`config.mk`:
```
export PLATFORM = sky130hd
export DESIGN_NAME = tcis_ctrl
export DESIGN_NICKNAME = d
export VERILOG_FILES = /design/src/rtl/core/tcis_pkg.sv /design/src/rtl/core/tcis_ctrl.sv
export SDC_FILE = /design/constraint.sdc
export NUM_CORES = 1
export LEC_CHECK = 0
export BUFFER_PORTS_ARGS = -buffer_cell sky130_fd_sc_hd__buf_2
export CORE_AREA = 2 2 39 41
export DETAILED_ROUTE_END_ITERATION = 10
export DIE_AREA = 0 0 41 43
export HOLD_SLACK_MARGIN = 0.15
export PLACE_DENSITY = 0.68
export SETUP_SLACK_MARGIN = 0.05
export SLEW_MARGIN = 20
export SYNTH_ARGS = -nofsm -noshare
export SYNTH_HDL_FRONTEND = slang
export SYNTH_SLANG_ARGS = --single-unit
```
`constraint.sdc`:
```
create_clock -name clk -period 1.4 [get_ports clk]
set_input_delay 0 -clock clk [delete_from_list [all_inputs] [get_ports clk]]
set_output_delay 0 -clock clk [all_outputs]
set_load 0.005 [all_outputs]
```
`src/rtl/core/tcis_pkg.sv`:
```
// Shared types and codes of the small 16-bit processor core.
package tcis_pkg;

  // Payload widths of the two stream channels.
  localparam int IN_DATA_W  = 32;
  localparam int IN_USER_W  = 2;
  localparam int OUT_DATA_W = 40;

  // Item operation codes carried in in_tuser.
  localparam logic [1:0] OP_EXEC = 2'd0;
  localparam logic [1:0] OP_PROG = 2'd1;
  localparam logic [1:0] OP_READ = 2'd2;

  typedef enum logic [3:0] {
    ST_CLEAR,
    ST_IDLE,
    ST_PWRITE,
    ST_FETCH,
    ST_DECODE,
    ST_EXEC,
    ST_MEMRD,
    ST_RDREG,
    ST_DONE
  } state_t;

  // Commands from the controller to the datapath.
  typedef struct packed {
    logic accept;
    logic clear_step;
    logic prog_write;
    logic fetch;
    logic decode;
    logic exec;
    logic mem_load;
    logic out_load;
  } cmd_t;

  // Status from the datapath to the controller.
  typedef struct packed {
    logic [1:0] in_op;
    logic       halted;
    logic       is_load;
    logic       clear_last;
  } sts_t;

endpackage

```
`src/rtl/core/tcis_ctrl.sv`:
```
// Sequencer of the processor core: state machine and output handshake.
module tcis_ctrl (
  input  logic          clk,
  input  logic          rst_n,
  input  logic          in_tvalid,
  output logic          in_tready,
  output logic          out_tvalid,
  input  logic          out_tready,
  input  tcis_pkg::sts_t sts,
  output tcis_pkg::cmd_t cmd
);

  import tcis_pkg::*;

  state_t state_r, state_nxt;
  logic   out_valid_r, out_valid_nxt;
  logic   out_free;

  assign out_free = !out_valid_r || out_tready;

  always_comb begin
    state_nxt = state_r;
    case (state_r)
      ST_CLEAR: begin
        if (sts.clear_last) state_nxt = ST_IDLE;
      end
      ST_IDLE: begin
        if (in_tvalid) begin
          case (sts.in_op)
            OP_EXEC: state_nxt = sts.halted ? ST_RDREG : ST_FETCH;
            OP_PROG: state_nxt = ST_PWRITE;
            default: state_nxt = ST_RDREG;
          endcase
        end
      end
      ST_PWRITE: state_nxt = ST_RDREG;
      ST_FETCH:  state_nxt = ST_DECODE;
      ST_DECODE: state_nxt = ST_EXEC;
      ST_EXEC:   state_nxt = sts.is_load ? ST_MEMRD : ST_RDREG;
      ST_MEMRD:  state_nxt = ST_RDREG;
      ST_RDREG:  state_nxt = ST_DONE;
      ST_DONE: begin
        if (out_free) state_nxt = ST_IDLE;
      end
      default:   state_nxt = ST_CLEAR;
    endcase
  end

  always_comb begin
    in_tready      = (state_r == ST_IDLE);
    cmd            = '0;
    cmd.accept     = (state_r == ST_IDLE) && in_tvalid;
    cmd.clear_step = (state_r == ST_CLEAR);
    cmd.prog_write = (state_r == ST_PWRITE);
    cmd.fetch      = (state_r == ST_FETCH);
    cmd.decode     = (state_r == ST_DECODE);
    cmd.exec       = (state_r == ST_EXEC);
    cmd.mem_load   = (state_r == ST_MEMRD);
    cmd.out_load   = (state_r == ST_DONE) && out_free;
  end

  always_comb begin
    out_valid_nxt = out_valid_r;
    if (cmd.out_load) begin
      out_valid_nxt = 1'b1;
    end else if (out_tready) begin
      out_valid_nxt = 1'b0;
    end
  end

  always_ff @(posedge clk) begin
    if (!rst_n) begin
      state_r     <= ST_CLEAR;
      out_valid_r <= 1'b0;
    end else begin
      state_r     <= state_nxt;
      out_valid_r <= out_valid_nxt;
    end
  end

  assign out_tvalid = out_valid_r;

  // One item at a time: an accepted item closes the input until it is done.
  a_one_item: assert property (@(posedge clk) disable iff (!rst_n)
    (in_tvalid && in_tready) |=> !in_tready)
    else $error("input reopened while an item is at work");

  // Stores are written by one command at a time.
  a_write_excl: assert property (@(posedge clk) disable iff (!rst_n)
    $onehot0({cmd.prog_write, cmd.exec, cmd.mem_load, cmd.clear_step}))
    else $error("overlapping store write commands");

endmodule

```
==> impl_metrics.py <==
metrics = {
    "yosys": {
        "ys_seq_area_share_pct": 24.2,
        "async_reset_ff_share_pct": 0,
        "synth_ff_type": "dfxtp_1",
        "synth_top_cell_by_area": "dfxtp_1",
        "synthesis.nets": 58,
        "synthesis.area_um2": 414,
        "yosysTopAreaCellShare_pct": 24.2,
        "yosysWarningCount": 0,
        "synth_common_cells": "6 x nor2_1, 5 x dfxtp_1",
        "synth_cell_type_count": 24,
        "synthTopCellsByArea": "dfxtp_1 24%, o41ai_4 6.6%, nand2b_1 6.0%",
        "synth_most_common_cell": "nor2_1",
        "syn_avg_cell_area_um2": 8.45,
        "syn_inst": 49,
        "ys_ff_latch": 5,
        "synth_edf_count": 0,
    },
    "timing": {
        "fmax_ghz": 0.778,
        "setup_tns_ps": 0,
        "finalSetupViolCount": 0,
        "finalCritPeriodShare_pct": 91.8,
        "period_needed_ps": 1280,
        "hold_viol_final": 0,
        "worst_slew_pin_slew_ps": 310,
        "clock_skew_ps": 4.06,
        "slew_headroom_pct": 79.3,
        "rsz0062_at_grt": "true",
        "maxSlewViolCount": 0,
        "fin_ws_ps": 115,
    },
    "floorplanning": {
        "rows": 14,
        "die_x_um": 41,
        "die_h_um": 43,
        "core-area_mm2": 0.00138,
        "pin_count": 19,
        "floorplan.initialDensity_pct": 29.9,
        "die-area_mm2": 0.00176,
    },
    "grt": {
        "grt_pass1_wl_um": 1390,
        "grt_max_degree": 13,
        "gr-total-overflow": 0,
        "grt_pass1_vias": 350,
        "antenna_found_initial": 0,
        "track_usage_pct": 12.4,
    },
    "clock_tree": {
        "cts_tree": "done",
        "cts_max_path_buffers": 2,
        "insertion_delay_ps": 240,
        "clkTransAtPathRegs_ps": 50,
        "clock-root-buffer": "clkbuf_4",
        "cts_made_buffers": 3,
        "cts_sinks": 5,
        "htreeDepth": 1,
    },
    "critical_path": {
        "critPathMaxFanout": 3,
        "worstSetupPathType": "input port to register",
        "crit_path_end_kind": "register",
        "start_kind": "input port",
        "cp.arrival_ps": 1410,
        "cp_data_required_time_ps": 1530,
    },
    "routing": {
        "via_count": 432,
        "viasPerCell": 4.60,
        "drt.antenna.violating_nets": 0,
        "drt_pass1_iterations": 4,
        "drc": 0,
        "wl_um": 953,
        "wl_per_cell_um": 10.1,
        "drt_iter0_drc": 5,
    },
    "layout": {
        "nFillCells": 138,
        "diodes": 0,
        "finalNetCount": 88,
        "final_cells": 94,
        "finish.utilization_pct": 46.6,
        "area_delta_synth_final_pct": 55.6,
        "multi_input_area_um2": 292,
        "register_area_um2": 110,
        "final_layout_size_suffix_gt1_share_pct": 48.7,
    },
    "power": {
        "clkPwrFrac_pct": 16.3,
        "p_leak_nw": 0.284,
        "power.switching_w": 0.000406,
        "vdd_ir_drop_max_mv": 0.709,
        "seq_power_share_pct": 24.7,
        "p_int_w": 0.000635,
        "p_sw_share_pct": 39.0,
        "cellPowerDensity_mw_per_mm2": 1610,
        "p_comb_share_pct": 59.0,
    },
    "place": {
        "globalplace.congestion": 0.779,
        "port_buffers": 18,
        "dp_cells": 81,
        "post-place-ws_ps": 144,
        "dp_hpwl_um": 652,
    },
    "hold_path": {
        "hold_path.class": "input port to register",
    },
    "run_status": {
        "status": "complete, no violations",
    },
    "run": {
        "drv_cap": 0,
    },
}
layer usage:
metal / vias up / share of wire, % / track usage (%)
li1: 229 / - / -
met1: 184 / 45 / 13.8
met2: 17 / 48 / 17.8
met3: 2 / 5.2 / 4.71
met4: 0 / 1.9 / 10.0
met5: - / 0 / 0
final cells by class:
class | instances | share of cell area [%]
sequential | 5 | 17.1
multi-input combinational | 39 | 45.2
tap | 16 | 3.11
timing repair buffer | 30 | 30.5
clock buffer | 4 | 4.08
sequential cells by signal, summed over array words and instances, names as in the netlist:
name,flops
state_r,4
out_tvalid,1
critical path, stage by stage:
cell,delay (ps)
dlygate4sd3_1,530
buf_2,130
mux2_4,260
o41ai_4,240
nand2b_1,180
o21ai_1,60
path summary, 6_finish.rpt:
kind / from / depth (start not counted) / end / slack, ps
setup / recovery: in_tvalid / 6 / state_r[0] / 120
hold / removal: sts[0] / 4 / state_r[3] / 170
setup reg to reg: state_r[0] / 4 / state_r[0] / 150
hold reg to reg: state_r[3] / 1 / state_r[1] / 540
cell families (layout without fill, tap and decap cells):
group / Yosys count / in the layout / share of synthesized area, %
AO/OA/AOI/OAI: 10 / 10 / 20.8
XOR/XNOR: 1 / 1 / 2.12
buffers and inverters: 5 / 34 / 8.76
flip-flops: 5 / 5 / 24.2
multiplexers: 1 / 1 / 3.62
AND/OR/NAND/NOR: 27 / 27 / 40.5
layout by cell type (no fill, tap or decap):
master	Yosys	routed
clkbuf_1	0	1
buf_4	2	6
dlygate4sd3_1	0	5
buf_2	2	18
xnor2_1	1	1
nand3_1	1	1
o21a_1	1	1
or3b_1	1	1
nand2b_4	0	1
mux2_4	1	1
clkbuf_4	0	3
nor2_1	6	6
and2_1	1	1
dfxtp_4	0	2
nor3_4	0	1
o21ai_0	1	1
dfxtp_2	0	2
nor4_1	1	1
buf_6	1	1
nand2_1	2	2
o41ai_4	1	1
dfxtp_1	5	1
nand2b_1	4	3
nor3_1	4	4
o21ai_1	2	2
a21oi_1	4	4
nand3b_1	1	1
nor2b_1	4	4
o41ai_2	1	1
nor4b_4	1	1
through the flow:
stage	hold slack (ps)	total power [W]	cell area, um^2
after detailed placement	285	0.000705	510
after floorplan	110	0.000575	414
after global placement	283	0.000700	510
after CTS	151	0.000920	599
final	172	0.00104	644
after global routing	192	0.00112	644
timing repair:
item | 4_1_cts | 5_1_grt
hold buffers | 5 | 0
setup buffers | 0 | 4
setup endpoints to repair | 4 | 3
resized for setup | 4 | 5
pin swaps | 0 | 3
hold endpoints to repair | 5 | 0
power groups by stage:
stage | logic (W) | clock network [W] | registers [W]
after floorplan | 0.000368 | 0 | 0.000206
after global placement | 0.000456 | 0 | 0.000244
after detailed placement | 0.000460 | 0 | 0.000245
after CTS | 0.000496 | 0.000176 | 0.000248
after global routing | 0.000674 | 0.000182 | 0.000268
final | 0.000614 | 0.000169 | 0.000257
Note: power is estimated with default switching activity, not from simulation.
